### src/design/spr_pkg.sv
// Shared types, widths and codes of the stable priority run queue.
package spr_pkg;

   localparam int QUEUE_DEPTH_DEFAULT = 16;
   localparam int ID_W                = 8;
   localparam int PRIO_W              = 8;
   localparam int OP_W                = 2;
   localparam int TALLY_W             = 16;
   localparam int CSR_ADDR_W          = 3;
   localparam int CSR_DATA_W          = 32;

   // register index, taken from paddr[2]
   localparam logic REG_DEFAULT_PRIORITY = 1'b0;

   typedef enum logic [OP_W-1:0] {
      OP_ENQUEUE = 2'd0,
      OP_REMOVE  = 2'd1,
      OP_PEEK    = 2'd2
   } op_type;

   typedef enum logic {
      ST_IDLE = 1'b0,
      ST_EXEC = 1'b1
   } state_type;

   typedef struct packed {
      logic latch_req;
      logic execute;
   } cmd_type;

   typedef struct packed {
      logic full;
      logic empty;
   } status_type;

endpackage

### src/design/spr_csr.sv
// Configuration register block: default priority over the APB-style port.
module spr_csr (
   input  logic                            clock,
   input  logic                            reset,
   input  logic                            psel,
   input  logic                            penable,
   input  logic                            pwrite,
   input  logic [spr_pkg::CSR_ADDR_W-1:0]  paddr,
   input  logic [spr_pkg::CSR_DATA_W-1:0]  pwdata,
   output logic [spr_pkg::CSR_DATA_W-1:0]  prdata,
   output logic                            pready,
   output logic [spr_pkg::PRIO_W-1:0]      default_priority
);
   import spr_pkg::*;

   logic [PRIO_W-1:0] default_priority_ff;
   logic [PRIO_W-1:0] default_priority_in;
   logic              wr_hit;

   assign pready = 1'b1;
   assign wr_hit = psel && penable && pwrite && (paddr[2] == REG_DEFAULT_PRIORITY);

   always_comb begin
      default_priority_in = default_priority_ff;
      if (wr_hit) begin
         default_priority_in = pwdata[PRIO_W-1:0];
      end
   end

   always_ff @(posedge clock) begin
      if (reset) begin
         default_priority_ff <= '0;
      end else begin
         default_priority_ff <= default_priority_in;
      end
   end

   always_comb begin
      prdata = '0;
      if (paddr[2] == REG_DEFAULT_PRIORITY) begin
         prdata = {{(CSR_DATA_W-PRIO_W){1'b0}}, default_priority_ff};
      end
   end

   assign default_priority = default_priority_ff;

endmodule

### src/design/spr_ctrl.sv
// Controller: request/response handshake and the two-state sequencer.
module spr_ctrl (
   input  logic                 clock,
   input  logic                 reset,
   input  logic                 req_valid,
   output logic                 req_ready,
   output logic                 rsp_valid,
   input  logic                 rsp_ready,
   input  spr_pkg::status_type  status,
   output spr_pkg::cmd_type     cmd
);
   import spr_pkg::*;

   state_type state_ff;
   state_type state_in;
   logic      rsp_valid_ff;
   logic      rsp_valid_in;
   logic      accept;

   always_comb begin
      state_in     = state_ff;
      rsp_valid_in = rsp_valid_ff && !rsp_ready;
      req_ready    = 1'b0;
      cmd          = '0;
      accept       = 1'b0;
      unique case (state_ff)
         ST_IDLE: begin
            req_ready     = !rsp_valid_ff || rsp_ready;
            accept        = req_valid && req_ready;
            cmd.latch_req = accept;
            if (accept) begin
               state_in = ST_EXEC;
            end
         end
         ST_EXEC: begin
            cmd.execute  = 1'b1;
            rsp_valid_in = 1'b1;
            state_in     = ST_IDLE;
         end
         default: begin
            state_in = ST_IDLE;
         end
      endcase
   end

   always_ff @(posedge clock) begin
      if (reset) begin
         state_ff     <= ST_IDLE;
         rsp_valid_ff <= 1'b0;
      end else begin
         state_ff     <= state_in;
         rsp_valid_ff <= rsp_valid_in;
      end
   end

   assign rsp_valid = rsp_valid_ff;

   // accepted request always runs its execute cycle next
   a_accept_exec: assert property (@(posedge clock) disable iff (reset)
      cmd.latch_req |=> (state_ff == ST_EXEC))
      else $error("accepted request did not enter execute");

   // execute always leaves a response pending
   a_exec_rsp: assert property (@(posedge clock) disable iff (reset)
      cmd.execute |=> rsp_valid_ff)
      else $error("execute did not raise rsp_valid");

   // no response is pending while executing, so results are never overwritten
   a_exec_free: assert property (@(posedge clock) disable iff (reset)
      (state_ff == ST_EXEC) |-> !rsp_valid_ff)
      else $error("response slot busy during execute");

   // status is consistent
   a_status: assert property (@(posedge clock) disable iff (reset)
      !(status.full && status.empty))
      else $error("queue reported full and empty");

endmodule

### src/design/spr_datapath.sv
// Datapath: shift-register sorted slots, per-slot compares, counters and result register.
module spr_datapath #(
   parameter int QUEUE_DEPTH = spr_pkg::QUEUE_DEPTH_DEFAULT
) (
   input  logic                                 clock,
   input  logic                                 reset,
   input  spr_pkg::cmd_type                     cmd,
   output spr_pkg::status_type                  status,
   input  logic [spr_pkg::OP_W-1:0]             req_operation,
   input  logic [spr_pkg::ID_W-1:0]             req_thread_id,
   input  logic [spr_pkg::PRIO_W-1:0]           req_priority_req,
   input  logic                                 req_has_priority,
   input  logic [spr_pkg::PRIO_W-1:0]           default_priority,
   output logic                                 rsp_head_valid,
   output logic [spr_pkg::ID_W-1:0]             rsp_head_id,
   output logic [spr_pkg::PRIO_W-1:0]           rsp_head_priority,
   output logic                                 rsp_removed,
   output logic                                 rsp_duplicate,
   output logic                                 rsp_overflow,
   output logic [$clog2(QUEUE_DEPTH+1)-1:0]     rsp_entry_count,
   output logic [spr_pkg::TALLY_W-1:0]          rsp_duplicate_total
);
   import spr_pkg::*;

   localparam int CNT_W = $clog2(QUEUE_DEPTH + 1);
   localparam int LOG_D = $clog2(QUEUE_DEPTH);

   // latched request
   op_type            op_ff;
   logic [ID_W-1:0]   id_ff;
   logic [PRIO_W-1:0] prio_ff;

   // slots, slot 0 is the head
   logic [ID_W-1:0]   slot_id_ff   [QUEUE_DEPTH];
   logic [PRIO_W-1:0] slot_prio_ff [QUEUE_DEPTH];
   logic [ID_W-1:0]   slot_id_in   [QUEUE_DEPTH];
   logic [PRIO_W-1:0] slot_prio_in [QUEUE_DEPTH];
   logic [CNT_W-1:0]  count_ff, count_in;
   logic [TALLY_W-1:0] tally_ff, tally_in;

   // result register
   logic               head_valid_ff;
   logic [ID_W-1:0]    head_id_ff;
   logic [PRIO_W-1:0]  head_prio_ff;
   logic               removed_ff, removed_in;
   logic               dup_ff, dup_in;
   logic               ovf_ff, ovf_in;
   logic [CNT_W-1:0]   count_rsp_ff;
   logic [TALLY_W-1:0] tally_rsp_ff;

   logic [QUEUE_DEPTH-1:0] occupied, le, match, at_or_after, prev_le;
   logic                   hit, full;

   assign full         = (count_ff == CNT_W'(QUEUE_DEPTH));
   assign status.full  = full;
   assign status.empty = (count_ff == '0);

   // per-slot compares
   always_comb begin
      for (int i = 0; i < QUEUE_DEPTH; i++) begin
         occupied[i] = (CNT_W'(i) < count_ff);
         le[i]       = occupied[i] && (slot_prio_ff[i] <= prio_ff);
         match[i]    = occupied[i] && (slot_id_ff[i] == id_ff);
      end
   end

   assign hit     = |match;
   assign prev_le = {le[QUEUE_DEPTH-2:0], 1'b1};

   // prefix OR: slots at or after the first match, log-depth doubling
   always_comb begin
      at_or_after = match;
      for (int s = 0; s < LOG_D; s++) begin
         at_or_after = at_or_after | (at_or_after << (1 << s));
      end
   end

   always_comb begin
      slot_id_in   = slot_id_ff;
      slot_prio_in = slot_prio_ff;
      count_in     = count_ff;
      tally_in     = tally_ff;
      removed_in   = 1'b0;
      dup_in       = 1'b0;
      ovf_in       = 1'b0;
      unique case (op_ff)
         OP_ENQUEUE: begin
            if (full) begin
               ovf_in = 1'b1;
            end else begin
               dup_in = hit;
               if (hit && (tally_ff != '1)) begin
                  tally_in = tally_ff + 1'b1;
               end
               for (int i = 0; i < QUEUE_DEPTH; i++) begin
                  if (!le[i]) begin
                     if (prev_le[i]) begin
                        slot_id_in[i]   = id_ff;
                        slot_prio_in[i] = prio_ff;
                     end else begin
                        slot_id_in[i]   = slot_id_ff[(i == 0) ? 0 : i-1];
                        slot_prio_in[i] = slot_prio_ff[(i == 0) ? 0 : i-1];
                     end
                  end
               end
               count_in = count_ff + 1'b1;
            end
         end
         OP_REMOVE: begin
            if (hit) begin
               removed_in = 1'b1;
               for (int i = 0; i < QUEUE_DEPTH - 1; i++) begin
                  if (at_or_after[i]) begin
                     slot_id_in[i]   = slot_id_ff[i+1];
                     slot_prio_in[i] = slot_prio_ff[i+1];
                  end
               end
               count_in = count_ff - 1'b1;
            end
         end
         default: begin
         end
      endcase
   end

   always_ff @(posedge clock) begin
      if (cmd.latch_req) begin
         op_ff   <= op_type'(req_operation);
         id_ff   <= req_thread_id;
         prio_ff <= req_has_priority ? req_priority_req : default_priority;
      end
      if (cmd.execute) begin
         slot_id_ff    <= slot_id_in;
         slot_prio_ff  <= slot_prio_in;
         head_valid_ff <= (count_in != '0);
         head_id_ff    <= (count_in != '0) ? slot_id_in[0] : '0;
         head_prio_ff  <= (count_in != '0) ? slot_prio_in[0] : '0;
         removed_ff    <= removed_in;
         dup_ff        <= dup_in;
         ovf_ff        <= ovf_in;
         count_rsp_ff  <= count_in;
         tally_rsp_ff  <= tally_in;
      end
   end

   always_ff @(posedge clock) begin
      if (reset) begin
         count_ff <= '0;
         tally_ff <= '0;
      end else if (cmd.execute) begin
         count_ff <= count_in;
         tally_ff <= tally_in;
      end
   end

   assign rsp_head_valid      = head_valid_ff;
   assign rsp_head_id         = head_id_ff;
   assign rsp_head_priority   = head_prio_ff;
   assign rsp_removed         = removed_ff;
   assign rsp_duplicate       = dup_ff;
   assign rsp_overflow        = ovf_ff;
   assign rsp_entry_count     = count_rsp_ff;
   assign rsp_duplicate_total = tally_rsp_ff;

   a_count_range: assert property (@(posedge clock) disable iff (reset)
      count_ff <= CNT_W'(QUEUE_DEPTH))
      else $error("entry count beyond depth");

   a_overflow_hold: assert property (@(posedge clock) disable iff (reset)
      (cmd.execute && (op_ff == OP_ENQUEUE) && full) |=>
         (rsp_overflow && !rsp_duplicate && (count_ff == $past(count_ff))))
      else $error("full enqueue changed the queue");

   a_remove_dec: assert property (@(posedge clock) disable iff (reset)
      (cmd.execute && (op_ff == OP_REMOVE) && hit) |=>
         (rsp_removed && (count_ff == $past(count_ff) - 1'b1)))
      else $error("remove hit did not drop one entry");

endmodule

### src/design/stable_priority_run_queue.sv
// Top level of the stable priority run queue: CSR block, controller and datapath.
// Sequence: a request transfer moves the controller to EXEC, which updates the
//   slots and registers the response; rsp_valid rises after EXEC.
// Flow: the latch/execute sequence of the controller takes no request during
//   EXEC, and a new request is taken only once the previous response transfers.
// Reset: synchronous, active high; clears entry count, duplicate tally, the
//   default priority register and the handshake state. Slots are not cleared.
module stable_priority_run_queue #(
   parameter int QUEUE_DEPTH = spr_pkg::QUEUE_DEPTH_DEFAULT
) (
   input  logic                                 clock,
   input  logic                                 reset,
   // request channel
   input  logic                                 req_valid,
   output logic                                 req_ready,
   input  logic [spr_pkg::OP_W-1:0]             req_operation,
   input  logic [spr_pkg::ID_W-1:0]             req_thread_id,
   input  logic [spr_pkg::PRIO_W-1:0]           req_priority_req,
   input  logic                                 req_has_priority,
   // response channel
   output logic                                 rsp_valid,
   input  logic                                 rsp_ready,
   output logic                                 rsp_head_valid,
   output logic [spr_pkg::ID_W-1:0]             rsp_head_id,
   output logic [spr_pkg::PRIO_W-1:0]           rsp_head_priority,
   output logic                                 rsp_removed,
   output logic                                 rsp_duplicate,
   output logic                                 rsp_overflow,
   output logic [$clog2(QUEUE_DEPTH+1)-1:0]     rsp_entry_count,
   output logic [spr_pkg::TALLY_W-1:0]          rsp_duplicate_total,
   // configuration port
   input  logic                                 psel,
   input  logic                                 penable,
   input  logic                                 pwrite,
   input  logic [spr_pkg::CSR_ADDR_W-1:0]       paddr,
   input  logic [spr_pkg::CSR_DATA_W-1:0]       pwdata,
   output logic [spr_pkg::CSR_DATA_W-1:0]       prdata,
   output logic                                 pready
);
   import spr_pkg::*;

   cmd_type           cmd;
   status_type        status;
   logic [PRIO_W-1:0] default_priority;

   // Register 0 at byte address 0: default priority, used when an enqueue
   // transfer comes without a priority of its own.
   spr_csr u_csr (
      .clock            (clock),
      .reset            (reset),
      .psel             (psel),
      .penable          (penable),
      .pwrite           (pwrite),
      .paddr            (paddr),
      .pwdata           (pwdata),
      .prdata           (prdata),
      .pready           (pready),
      .default_priority (default_priority)
   );

   // Sequencer: IDLE takes a request transfer once the response slot is free
   // or being drained, EXEC updates the slots and loads the response.
   spr_ctrl u_ctrl (
      .clock     (clock),
      .reset     (reset),
      .req_valid (req_valid),
      .req_ready (req_ready),
      .rsp_valid (rsp_valid),
      .rsp_ready (rsp_ready),
      .status    (status),
      .cmd       (cmd)
   );

   // Sorted slots held in flops: each slot compares itself against the
   // request and picks keep, shift, or load.  Ties insert after
   // equal priorities so arrival order is kept.
   spr_datapath #(
      .QUEUE_DEPTH (QUEUE_DEPTH)
   ) u_datapath (
      .clock               (clock),
      .reset               (reset),
      .cmd                 (cmd),
      .status              (status),
      .req_operation       (req_operation),
      .req_thread_id       (req_thread_id),
      .req_priority_req    (req_priority_req),
      .req_has_priority    (req_has_priority),
      .default_priority    (default_priority),
      .rsp_head_valid      (rsp_head_valid),
      .rsp_head_id         (rsp_head_id),
      .rsp_head_priority   (rsp_head_priority),
      .rsp_removed         (rsp_removed),
      .rsp_duplicate       (rsp_duplicate),
      .rsp_overflow        (rsp_overflow),
      .rsp_entry_count     (rsp_entry_count),
      .rsp_duplicate_total (rsp_duplicate_total)
   );

endmodule
### config.mk
export PLATFORM = sky130hd
export DESIGN_NAME = stable_priority_run_queue
export DESIGN_NICKNAME = d
export VERILOG_FILES = /design/src/design/spr_pkg.sv /design/src/design/spr_csr.sv /design/src/design/spr_ctrl.sv /design/src/design/spr_datapath.sv /design/src/design/stable_priority_run_queue.sv
export SDC_FILE = /design/constraint.sdc
export NUM_CORES = 1
export LEC_CHECK = 0
export BUFFER_PORTS_ARGS = -buffer_cell sky130_fd_sc_hd__buf_2
export CAP_MARGIN = 40
export CORE_AREA = 8 8 275 250
export CTS_CLUSTER_SIZE = 14
export DETAILED_ROUTE_END_ITERATION = 10
export DIE_AREA = 0 0 283 258
export PLACE_DENSITY = 0.49
export SYNTH_ARGS = -nofsm -noshare
export SYNTH_HDL_FRONTEND = slang
export SYNTH_HIERARCHICAL = 1
export SYNTH_SLANG_ARGS = --single-unit
export TNS_END_PERCENT = 50
### constraint.sdc
create_clock -name clock -period 3.94 [get_ports clock]
set_input_delay 0.591 -clock clock [delete_from_list [all_inputs] [get_ports clock]]
set_output_delay 0.591 -clock clock [all_outputs]
set_load 0.01 [all_outputs]
* After elaboration in Yosys (flattened, before gate mapping)
Cells that the tools add are included.
** Cells by class
- $lt $le $gt $ge :: 32
- Equal/unequal tests :: 49
- Reductions and logical operators :: 61
- Add/subtract/negate cells :: 3
- Multiplexer cells :: 114
- Bitwise operators :: 9
** Operator list (count)
- 8-bit 2-to-1 mux :: 94
- 120-bit case mux with 2 select lines :: 2
- 128-bit 2-to-1 mux :: 2
- 120-bit 2-to-1 mux :: 2
- 8-bit == test :: 16
- 8-bit <= comparator :: 16
- 6-bit AND reduction :: 14
- 15-bit bitwise OR :: 4
- 16-bit 2-to-1 mux :: 3
- 4-bit by 5-bit < comparator with 1-bit output, first input constant :: 8
- 1-bit logical AND :: 38
- 2-bit by 1-bit inequality test with 1-bit output, second input constant :: 15
- 2-bit inequality test, second input constant :: 15
- 3-bit by 5-bit < comparator with 1-bit output, first input constant :: 4
- 16-bit by 1-bit adder with 16-bit output, second input constant :: 1
- 16-bit inequality test, second input constant :: 1
- 16-bit OR reduction :: 1
- 1-bit by 5-bit < comparator with 1-bit output, first input constant :: 2
- 2-bit by 5-bit < comparator with 1-bit output, first input constant :: 2
- 5-bit 2-to-1 mux :: 2
- 5-bit case mux with 2 select lines :: 1
- 1-bit 2-to-1 mux :: 7
- 5-bit by 1-bit adder with 5-bit output, second input constant :: 1
- 5-bit == test, second input constant :: 1
- 11 further kinds :: 16
** Storage, ports and cells
- Logic and storage cells :: 316
- Register bits after elaboration :: 346
- Input bits :: 61

* Depth between registers and ports, before layout
Gate-level depths: netlist of run 1.
- Depth after elaboration :: 9
- Gate-level depth with buffers :: 15
- Depth with buffers taken out :: 11

* Modules after synthesis
The synthesis of run 1 kept the hierarchy.
** Modules (own cells, without submodules)
- spr_datapath :: cells an instance 2051, times used 1, area an instance 21409.3 µm²
- spr_csr :: cells an instance 70, times used 1, area an instance 630.6 µm²
- spr_ctrl :: cells an instance 9, times used 1, area an instance 105.1 µm²

* Least setup slack after synthesis of run 1
No wires, ideal clock.
- Path type :: flip-flop to flip-flop
- Start :: reg u_datapath.prio_ff[1]
- End :: reg u_datapath/slot_id_ff[64] (netlist bit), enable pin
- Setup time :: 417 ps
- Arrival :: 3950 ps
- Stages on the path, launching flop included :: 14
- Slack :: -427 ps
- Path through :: edfxtp_1 -> clkbuf_1 -> clkbuf_1 -> inv_1 -> ha_1 -> nor2b_1 -> o21a_1 -> o21ai_0 -> nand2b_1 -> a21oi_1 -> o21ai_0 -> a21oi_1 -> clkbuf_1 -> a221oi_1
** Between the ends
- Longest elaborated chain between the ends :: 4
** Ends and longest elaborated chain
- start, declared :: line spr_datapath.sv:31 : logic [PRIO_W-1:0] prio_ff;
- start signal, assigned :: line spr_datapath.sv:130 : prio_ff <= req_has_priority ? req_priority_req : default_priority;
- 8-bit <= comparator :: line spr_datapath.sv:62 : le[i] = occupied[i] && (slot_prio_ff[i] <= prio_ff);
- 1-bit logical AND :: line spr_datapath.sv:62
- 2-bit inequality test (no line)
- 6-bit AND reduction (no line)
- end signal, assigned :: line spr_datapath.sv:133 : slot_id_ff <= slot_id_in;
- end, declared :: line spr_datapath.sv:34 : logic [ID_W-1:0] slot_id_ff [QUEUE_DEPTH];
Every way passes these cells.
A chain may end at the register's enable or synchronous reset.

* Worst setup path in the final report of run 1
- Start :: reg u_datapath.id_ff[5]
- End :: reg u_datapath/slot_prio_ff[13] (netlist bit), enable pin
** Between the ends
- Longest elaborated chain between the ends :: 8
- Elaborated cells between the ends (all ways) :: 40
- Classes of those cells :: eq/ne: 18; bitwise: 4; reduce/logical: 18
** Ends and longest elaborated chain
- start, declared :: line spr_datapath.sv:30 : logic [ID_W-1:0] id_ff;
- start signal, assigned :: line spr_datapath.sv:129 : id_ff <= req_thread_id;
- 8-bit == test :: line spr_datapath.sv:63 : match[i] = occupied[i] && (slot_id_ff[i] == id_ff);
- 1-bit logical AND :: line spr_datapath.sv:63
- 15-bit bitwise OR (4 in series) :: line spr_datapath.sv:74 : at_or_after = at_or_after | (at_or_after << (1 << s));
- 2-bit by 1-bit inequality test with 1-bit output (no line)
- 6-bit AND reduction (no line) (*)
- end signal, assigned :: line spr_datapath.sv:134 : slot_prio_ff <= slot_prio_in;
- end, declared :: line spr_datapath.sv:35 : logic [PRIO_W-1:0] slot_prio_ff [QUEUE_DEPTH];
Every way passes the cells marked *; elsewhere a longest branch is shown, timed or not.

==> impl_metrics.csv, run 1 <==
group,metric,value,unit
sta,fin_crit,3750,ps
cells_and_area,drive_above_1_share,0.159,
synth,synthCells,2128,
power_and_ir_drop,clkPwrFrac,0.432,
routing,wl_per_cell,20.0,um
routing,wl,62000,um
setup_path,crit_path_max_incr_delay,530,ps
power_and_ir_drop,seqPwrFrac,0.432,
cells_and_area,num-nets-final,2405,
global_route,antenna_found_initial,0,
power_and_ir_drop,switchingPower,2.51,mW
clock_network,cts_tree,"done",
global_route,grt_max_degree,114,
clock_network,clock_sinks,346,
setup_path,r2r_start,"u_datapath/id_ff[5]",
clock_network,insertion_delay,570,ps
floorplanning,io_pins,137,
setup_path,required,4190,ps
global_route,overflow,0,
power_and_ir_drop,leakagePower,8.97,nW
setup_path,crit_path_start_kind,"flip-flop",
setup_path,cpMaxStageDelayCell,"or4_4",
synth,syn-mean-instance-area,10.4,um2
floorplanning,die_y,258,um
clock_network,cts_root_buf,"clkbuf_16",
sta,tns,0,ps
sta,fmaxAchievable,267,MHz
placement,place.gp.congestion,0.815,
routing,drcViolationCount,0,
sta,rsz0062_at_grt,"no",
placement,port_buffers,85,
status,status,"complete, no violations",
placement,hpwl,45200,um
setup_path,worst_setup_path_end_kind,"flip-flop",
power_and_ir_drop,power.share.switching,0.256,
routing,via_per_inst,5.33,
job,drv_cap,0,
sta,finalSetupViolations,0,
floorplanning,coreArea,0.0638,mm2
power_and_ir_drop,ir_drop,0.000286,V
synth,ys_warn_count,6,
setup_path,cp-startpoint,"u_datapath/id_ff[5]",
setup_path,crit_arrival,3990,ps
clock_network,hold_buffers,0,
power_and_ir_drop,power_frac_comb,0.137,
cells_and_area,layout_commonest_cell,"edfxtp_1",
sta,tightestPinTransition,798,ps
floorplanning,die-width,283,um
routing,vias,16500,
sta,hold_violations,0,
floorplanning,initial_core_util,0.347,
floorplanning,rows,88,
placement,placed_area,0.0240,mm2
sta,fin_crit_sh,0.951,
setup_path,worstPathCellList,"buf_12 > xnor2_1 > nand3_1 > or4_4 > and4b_4 > and4_4 > a21o_1 > or3_1 > buf_12 > a21o_1 > a31oi_2 > buf_4",
power_and_ir_drop,powerDensity,385,mW/mm2
clock_network,htreeDepth,2,
routing,drt_iter0_drc,1038,
sta,slew_headroom,0.467,
synth,synth_area,0.0221,mm2
setup_path,cp_max_fo,32,
routing,drtAntennaViolNets,0,
global_route,grt_use_total,0.164,
cells_and_area,syn_to_final_growth,15.2,%
power_and_ir_drop,power,9.81,mW
power_and_ir_drop,internal_power,7.30,mW
hold_path,min_from,"req_thread_id[2]",
clock_network,cts.path.max_buffers,3,
hold_path,hold_class,"in -> reg",
global_route,grt_pass1_wl,98000,um
sta,slew_violations,0,
cells_and_area,fin_area,0.0255,mm2
floorplanning,dieArea,0.0730,mm2
clock_network,path_clk_slew,50,ps
setup_path,crit_type,"reg -> reg",
routing,dr.pass1.iters,5,
global_route,grt_pass1_vias,17100,
sta,clock_skew,13.5,ps
cells_and_area,final_cell_mix,"315 x edfxtp_1, 272 x o21ai_0, 265 x nand2_1",
clock_network,cts_buffers,43,
## registers in the layout, indices dropped and copies added, names as in the netlist
name and cells:
u_datapath/slot_id_ff 128, u_datapath/slot_prio_ff 128, u_datapath/rsp_duplicate_total 16, u_datapath/tally_ff 16, u_csr/default_priority 8, u_datapath/id_ff 8, u_datapath/prio_ff 8, u_datapath/rsp_head_id 8
u_datapath/rsp_head_priority 8, u_datapath/count_ff 5, u_datapath/rsp_entry_count 5, u_datapath/op_ff 2, u_ctrl/rsp_valid 1, u_ctrl/state_ff 1, u_datapath/rsp_duplicate 1, u_datapath/rsp_head_valid 1
u_datapath/rsp_overflow 1, u_datapath/rsp_removed 1
## power groups by stage
stage | logic (mW) | registers [mW] | clock network, mW
after floorplan | 0.909 | 4.28 | 0
after global placement | 1.31 | 4.31 | 0
final | 1.34 | 4.23 | 4.24
after detailed placement | 1.34 | 4.31 | 0
after global routing | 1.48 | 4.24 | 4.48
after CTS | 1.34 | 4.23 | 4.36
## layer usage
metal / vias to the layer above / wire length, um / GRT usage
met1: 8188 / 31400 / 0.243
met4: 0 / 1250 / 0.0426
met3: 71 / 2740 / 0.0205
met5: - / 0 / 0
li1: 7906 / - / -
met2: 362 / 26600 / 0.249
## repair_timing
action / in CTS / in global routing
buffers inserted: 0 / 2
resized for setup: 0 / 2
setup endpoints to repair: 0 / 68
## worst max-delay path, delay by kind of cell (launching register included)
family	cells	cell delay [ps]
AO/OA/AOI/OAI	3	500
XOR/XNOR	1	200
buffers and inverters	3	690
flip-flops	1	410
AND/OR/NAND/NOR	5	1610
## metrics by stage
step	cells	setup WS (ps)	util	hold slack, ps
3_5_place_dp	3019	146	0.376	483
4_1_cts	3096	99.5	0.399	161
6_report	3099	195	0.400	197
2_1_floorplan	2151	-373	-	455
3_3_place_gp	3018	144	0.376	467
5_1_grt	3098	29.7	0.400	169
## area by class of cell
type / instances / area [um2]
tap: 855 / 1070
antenna: 1 / 2.50
fill: 6206 / 38300
clock inverter: 19 / 270
multi-input combinational: 1588 / 11300
inverter: 38 / 148
clock buffer: 58 / 1220
sequential: 346 / 10100
timing repair buffer: 194 / 1440
## final timing paths
check,to,slack (ps),cells after the start
worst max-delay path,u_datapath/slot_prio_ff[13],190,12
worst min-delay path,u_datapath/id_ff[2],200,1
worst max register to register,u_datapath/slot_prio_ff[13],190,12
worst min register to register,u_csr/default_priority[2],490,2
No activity file was read; power rests on OpenSTA's default activity.
==> inputs of run 2 (changes only) <==
CORE_AREA = 8 8 243 222   (was 8 8 275 250)
DIE_AREA = 0 0 251 230   (was 0 0 283 258)
PLACE_DENSITY = 0.61   (was 0.49)
==> impl_metrics.csv, run 2 (synthesis results as in run 1) <==
group,metric,value,unit
status,status,"complete, no violations",
sta,hold_violations,0,
hold_path,hold_class,"in -> reg",
clock_network,cts_tree,"done",
floorplanning,initial_core_util,0.445,
power_and_ir_drop,powerDensity,386,mW/mm2
cells_and_area,final_cell_mix,"315 x edfxtp_1, 272 x o21ai_0, 265 x nand2_1",
setup_path,worst_setup_path_end_kind,"flip-flop",
power_and_ir_drop,power,9.67,mW
routing,dr.pass1.iters,5,
floorplanning,io_pins,137,
global_route,use_met2,0.298,
sta,slew_headroom,0.400,
placement,place.gp.congestion,0.863,
sta,fin_crit_sh,0.942,
setup_path,crit_type,"reg -> reg",
placement,placed_area,0.0236,mm2
hold_path,worstHoldEndpoint,"u_datapath/id_ff[6]",
cells_and_area,syn_to_final_growth,13.2,%
clock_network,cts_setup_buffers,0,
routing,wl,58700,um
clock_network,cts.path.max_buffers,3,
sta,fin_crit,3710,ps
setup_path,required,4200,ps
sta,fmaxAchievable,269,MHz
cells_and_area,num_antenna_cells,0,
cells_and_area,fin_util,0.503,
sta,tightestPinTransition,899,ps
global_route,gr-max-usage-layer,"met1",
setup_path,crit_arrival,3970,ps
setup_path,ff2ff_setup_slack,230,ps
global_route,grt_use_total,0.198,
floorplanning,dieArea,0.0577,mm2
clock_network,insertion_delay,580,ps
setup_path,cp_max_fo,84,
sta,finalSetupViolations,0,
cells_and_area,reg_top3,"u_datapath/slot_id_ff x128, u_datapath/slot_prio_ff x128",
placement,hpwl,42800,um
routing,wl_per_cell,20.5,um
clock_network,cts_root_buf,"clkbuf_16",
hold_path,holdPathStages,1,
cells_and_area,fin_area,0.0251,mm2
clock_network,htreeDepth,2,
setup_path,reg2regPathDepth,11,
cells_and_area,layout_commonest_cell,"edfxtp_1",
hold_path,min_from,"req_thread_id[6]",
global_route,grt_pass1_vias,16600,
global_route,met3_usage,0.0247,
global_route,antenna_found_initial,0,
sta,tns,0,ps
global_route,met1_usage,0.300,
setup_path,r2r_start,"u_datapath/count_ff[4]",
sta,final.setup.worst_slack,228,ps
clock_network,path_clk_slew,60,ps
job,drv_cap,0,
cells_and_area,stdcell_count,2869,
placement,port_buffers,85,
routing,drtAntennaViolNets,0,
clock_network,clock_sinks,346,
sta,rsz0062_at_grt,"no",
sta,clock_skew,28.1,ps
global_route,grt_max_degree,114,
power_and_ir_drop,leakagePower,8.88,nW
sta,slew_violations,0,
global_route,overflow,0,
floorplanning,die-width,251,um
routing,drcViolationCount,0,
sta,whs,200,ps
floorplanning,rows,78,
floorplanning,die_y,230,um
cells_and_area,num-nets-final,2390,
setup_path,reg2reg_to,"u_datapath/slot_id_ff[16]",
routing,drt_iter0_drc,1656,
cells_and_area,drive_above_1_share,0.155,
placement,place_inst,2793,
placement,dp_slack,48.0,ps
global_route,grt_pass1_wl,94000,um
floorplanning,coreArea,0.0498,mm2
routing,vias,16700,
clock_network,cts_buffers,41,
setup_path,crit_path_start_kind,"flip-flop",
routing,via_per_inst,5.82,
power_and_ir_drop,ir_drop,0.000340,V
[run 2: changes by cell type in the layout (fill, tap and decap cells not counted), moves of 2 or more]
cell       change
clkbuf_16      -4
nor4_2         -2
clkbuf_8       +2
buf_12         -3
buf_4         -10
nor4_1         +2
clkinv_2       +2
clkbuf_1       -2
clkinv_8       +2
[run 2: report_power, final]
group          internal [mW]  switching, mW
Clock                   2.52           1.61
Combinational          0.521          0.781
Sequential              4.14         0.0999
[run 2: layout make-up]
type | instances | area, um2
clock buffer | 54 | 1140
clock inverter | 22 | 313
fill | 4503 | 24700
inverter | 38 | 148
multi-input combinational | 1588 | 11300
sequential | 346 | 10100
tap | 640 | 801
timing repair buffer | 181 | 1300
[run 2: worst max path at each step]
stage | from | endpoint | slack (ps) | cells past startpoint
final | u_datapath/count_ff[4] | u_datapath/slot_id_ff[16] | 230 | 11
after detailed placement | u_datapath/id_ff[3] | u_datapath/slot_prio_ff[13] | 50 | 11
after CTS | u_datapath/id_ff[3] | u_datapath/slot_prio_ff[14] | 20 | 11
after floorplan | u_datapath/id_ff[7] | u_datapath/slot_id_ff[112] | -370 | 11
after global placement | u_datapath/id_ff[3] | u_datapath/slot_prio_ff[13] | 110 | 10
after global routing | u_datapath/id_ff[3] | u_datapath/slot_id_ff[13] | 10 | 12
[run 2: layer usage]
layer / vias up / routed length, um
met4: 0 / 864
met1: 8286 / 29000
met2: 463 / 25700
met3: 67 / 3200
li1: 7873 / -
met5: - / 0
[run 2: what timing repair did]
| action | CTS | global route |
|---|---|---|
| endpoints found under the setup margin | 0 | 293 |
| gates resized for setup | 0 | 2 |
| hold buffers | 0 | 0 |
[run 2: critical path, stage by stage (launching register included)]
cell	delay [ps]
dfxtp_1	390
buf_4	230
nor2_1	410
a211oi_1	260
nor4_1	490
nand4_1	400
o21ai_2	350
inv_6	70
buf_4	250
buf_16	260
nand2_1	110
o21ai_0	100
==> inputs of run 3 (changes only) <==
==> constraint.sdc (replaced) <==
create_clock -name clock -period 3.94 [get_ports clock]
set_input_delay 0.788 -clock clock [delete_from_list [all_inputs] [get_ports clock]]
set_output_delay 0.788 -clock clock [all_outputs]
set_load 0.01 [all_outputs]
==> impl_metrics.csv, run 3 (synthesis results as in run 1) <==
group,metric,value,unit
placement,hpwl,42700,um
job,drv_cap,0,
clock_network,path_clk_slew,60,ps
setup_path,reg2reg_to,"u_datapath/rsp_head_priority[3]",
routing,drtAntennaViolNets,0,
hold_path,holdPathStages,1,
global_route,grt_max_degree,114,
sta,tightestPinTransition,817,ps
cells_and_area,fin_area,0.0249,mm2
floorplanning,coreArea,0.0498,mm2
floorplanning,die-width,251,um
clock_network,cts_buffers,40,
routing,via_per_inst,5.81,
setup_path,crit_path_start_kind,"flip-flop",
sta,finalSetupViolations,0,
hold_path,hold_class,"in -> reg",
setup_path,crit_arrival,4020,ps
routing,vias,16700,
cells_and_area,reg_top3,"u_datapath/slot_id_ff x128, u_datapath/slot_prio_ff x128",
sta,fmaxAchievable,269,MHz
status,status,"complete, no violations",
floorplanning,rows,78,
floorplanning,dieArea,0.0577,mm2
clock_network,insertion_delay,560,ps
setup_path,r2r_start,"u_datapath/count_ff[1]",
hold_path,worstHoldEndpoint,"u_datapath/id_ff[6]",
global_route,grt_pass1_vias,16700,
routing,dr.pass1.iters,6,
power_and_ir_drop,power.share.switching,0.262,
routing,drt_iter0_drc,1536,
floorplanning,io_pins,137,
setup_path,ff2ff_setup_slack,220,ps
setup_path,required,4240,ps
global_route,grt_pass1_wl,93500,um
global_route,antenna_found_initial,1,
power_and_ir_drop,leakagePower,8.81,nW
global_route,overflow,0,
clock_network,cts_root_buf,"clkbuf_16",
cells_and_area,num_antenna_cells,0,
clock_network,cts_tree,"done",
sta,fin_crit_sh,0.945,
power_and_ir_drop,power_frac_comb,0.143,
cells_and_area,fillers,4557,
routing,drcViolationCount,0,
hold_path,min_from,"req_thread_id[6]",
setup_path,reg2regPathDepth,11,
clock_network,cts.path.max_buffers,3,
cells_and_area,layout_commonest_cell,"edfxtp_1",
power_and_ir_drop,ir_drop,0.000309,V
clock_network,clock_sinks,346,
routing,wl,59100,um
sta,clock_skew,20.3,ps
routing,wl_per_cell,20.6,um
setup_path,worst_setup_path_end_kind,"flip-flop",
floorplanning,initial_core_util,0.445,
cells_and_area,final_cell_mix,"315 x edfxtp_1, 272 x o21ai_0, 265 x nand2_1",
placement,place.gp.congestion,0.858,
sta,slew_violations,0,
power_and_ir_drop,switchingPower,2.42,mW
sta,slew_headroom,0.454,
sta,fin_crit,3720,ps
clock_network,htreeDepth,2,
cells_and_area,num-nets-final,2392,
sta,tns,0,ps
power_and_ir_drop,powerDensity,370,mW/mm2
power_and_ir_drop,internal_power,6.80,mW
cells_and_area,syn_to_final_growth,12.6,%
setup_path,cp_max_fo,17,
placement,placed_area,0.0236,mm2
cells_and_area,drive_above_1_share,0.152,
clock_network,hold_buffers,0,
sta,rsz0062_at_grt,"no",
power_and_ir_drop,seqPwrFrac,0.460,
power_and_ir_drop,power,9.21,mW
global_route,grt_use_total,0.198,
floorplanning,die_y,230,um
sta,hold_violations,0,
placement,port_buffers,85,
power_and_ir_drop,clkPwrFrac,0.397,
setup_path,crit_type,"reg -> reg",
==> run 3: cell count changes in the layout (fill, tap and decap cells not counted), moves of 2 or more <==
cell,before,now
clkinv_1,4,10
bufinv_16,7,2
buf_12,11,13
clkbuf_8,7,5
clkinv_8,2,0
==> run 3: area by class of cell <==
class	instances	area (um2)	share of cell area
multi-input cells	1588	11200	0.451
flip-flops and latches	346	10100	0.405
repair buffers	184	1370	0.0550
clock buffers	52	1120	0.0448
well taps	640	801	0.0321
clock inverters	21	153	0.00612
inverters	38	148	0.00592
==> run 3: metrics by stage <==
step	utilization	cells	hold WS, ps	worst slack (ps)
after detailed placement	0.475	2796	487	129
after floorplan	-	2151	455	-373
after global placement	0.474	2794	475	142
after global routing	0.501	2869	391	75.3
after CTS	0.501	2869	380	116
final	0.501	2869	404	218
==> run 3: routing by layer <==
layer  part of all wire  routed length, um  track usage
met3              0.052               3050       0.0254
met2               0.43              25700        0.299
met1               0.49              29100        0.294
met4              0.022               1300       0.0540
met5                  0                  0            0
==> run 3: power groups by stage <==
| stage | clock network, mW | registers (mW) | logic [mW] |
|---|---|---|---|
| CTS | 3.73 | 4.23 | 1.31 |
| global route | 3.86 | 4.24 | 1.45 |
| floorplan | 0 | 4.28 | 0.909 |
| finish | 3.66 | 4.23 | 1.32 |
| global placement | 0 | 4.31 | 1.26 |
| detailed placement | 0 | 4.31 | 1.31 |
==> run 3: repair_timing <==
item | in CTS | in global routing
hold endpoints to repair | 0 | 0
setup endpoints to repair | 0 | 16
setup buffers | 0 | 0
resized for setup | 0 | 1
==> run 3: critical path, stage by stage (launching register included) <==
cell and delay, ps:
dfxtp_1 450, or2_1 300, a31oi_1 470, nor4_1 170, a41oi_1 400, nand4_1 410
o21ai_2 350, inv_6 70, a221o_1 350, a21oi_2 200, buf_12 190, a21boi_1 90
==> run 3: worst max-delay path by stage <==
stage | start | to | slack, ps | cells past startpoint
6_report | u_datapath/count_ff[1] | u_datapath/rsp_head_priority[3] | 220 | 11
5_1_grt | u_datapath/count_ff[2] | u_datapath/rsp_head_priority[3] | 80 | 12
4_1_cts | u_datapath/id_ff[3] | u_datapath/slot_id_ff[13] | 120 | 11
3_5_place_dp | u_datapath/id_ff[3] | u_datapath/slot_prio_ff[13] | 130 | 11
3_3_place_gp | u_datapath/id_ff[3] | u_datapath/slot_prio_ff[13] | 140 | 11
2_1_floorplan | u_datapath/id_ff[7] | u_datapath/slot_id_ff[112] | -370 | 11
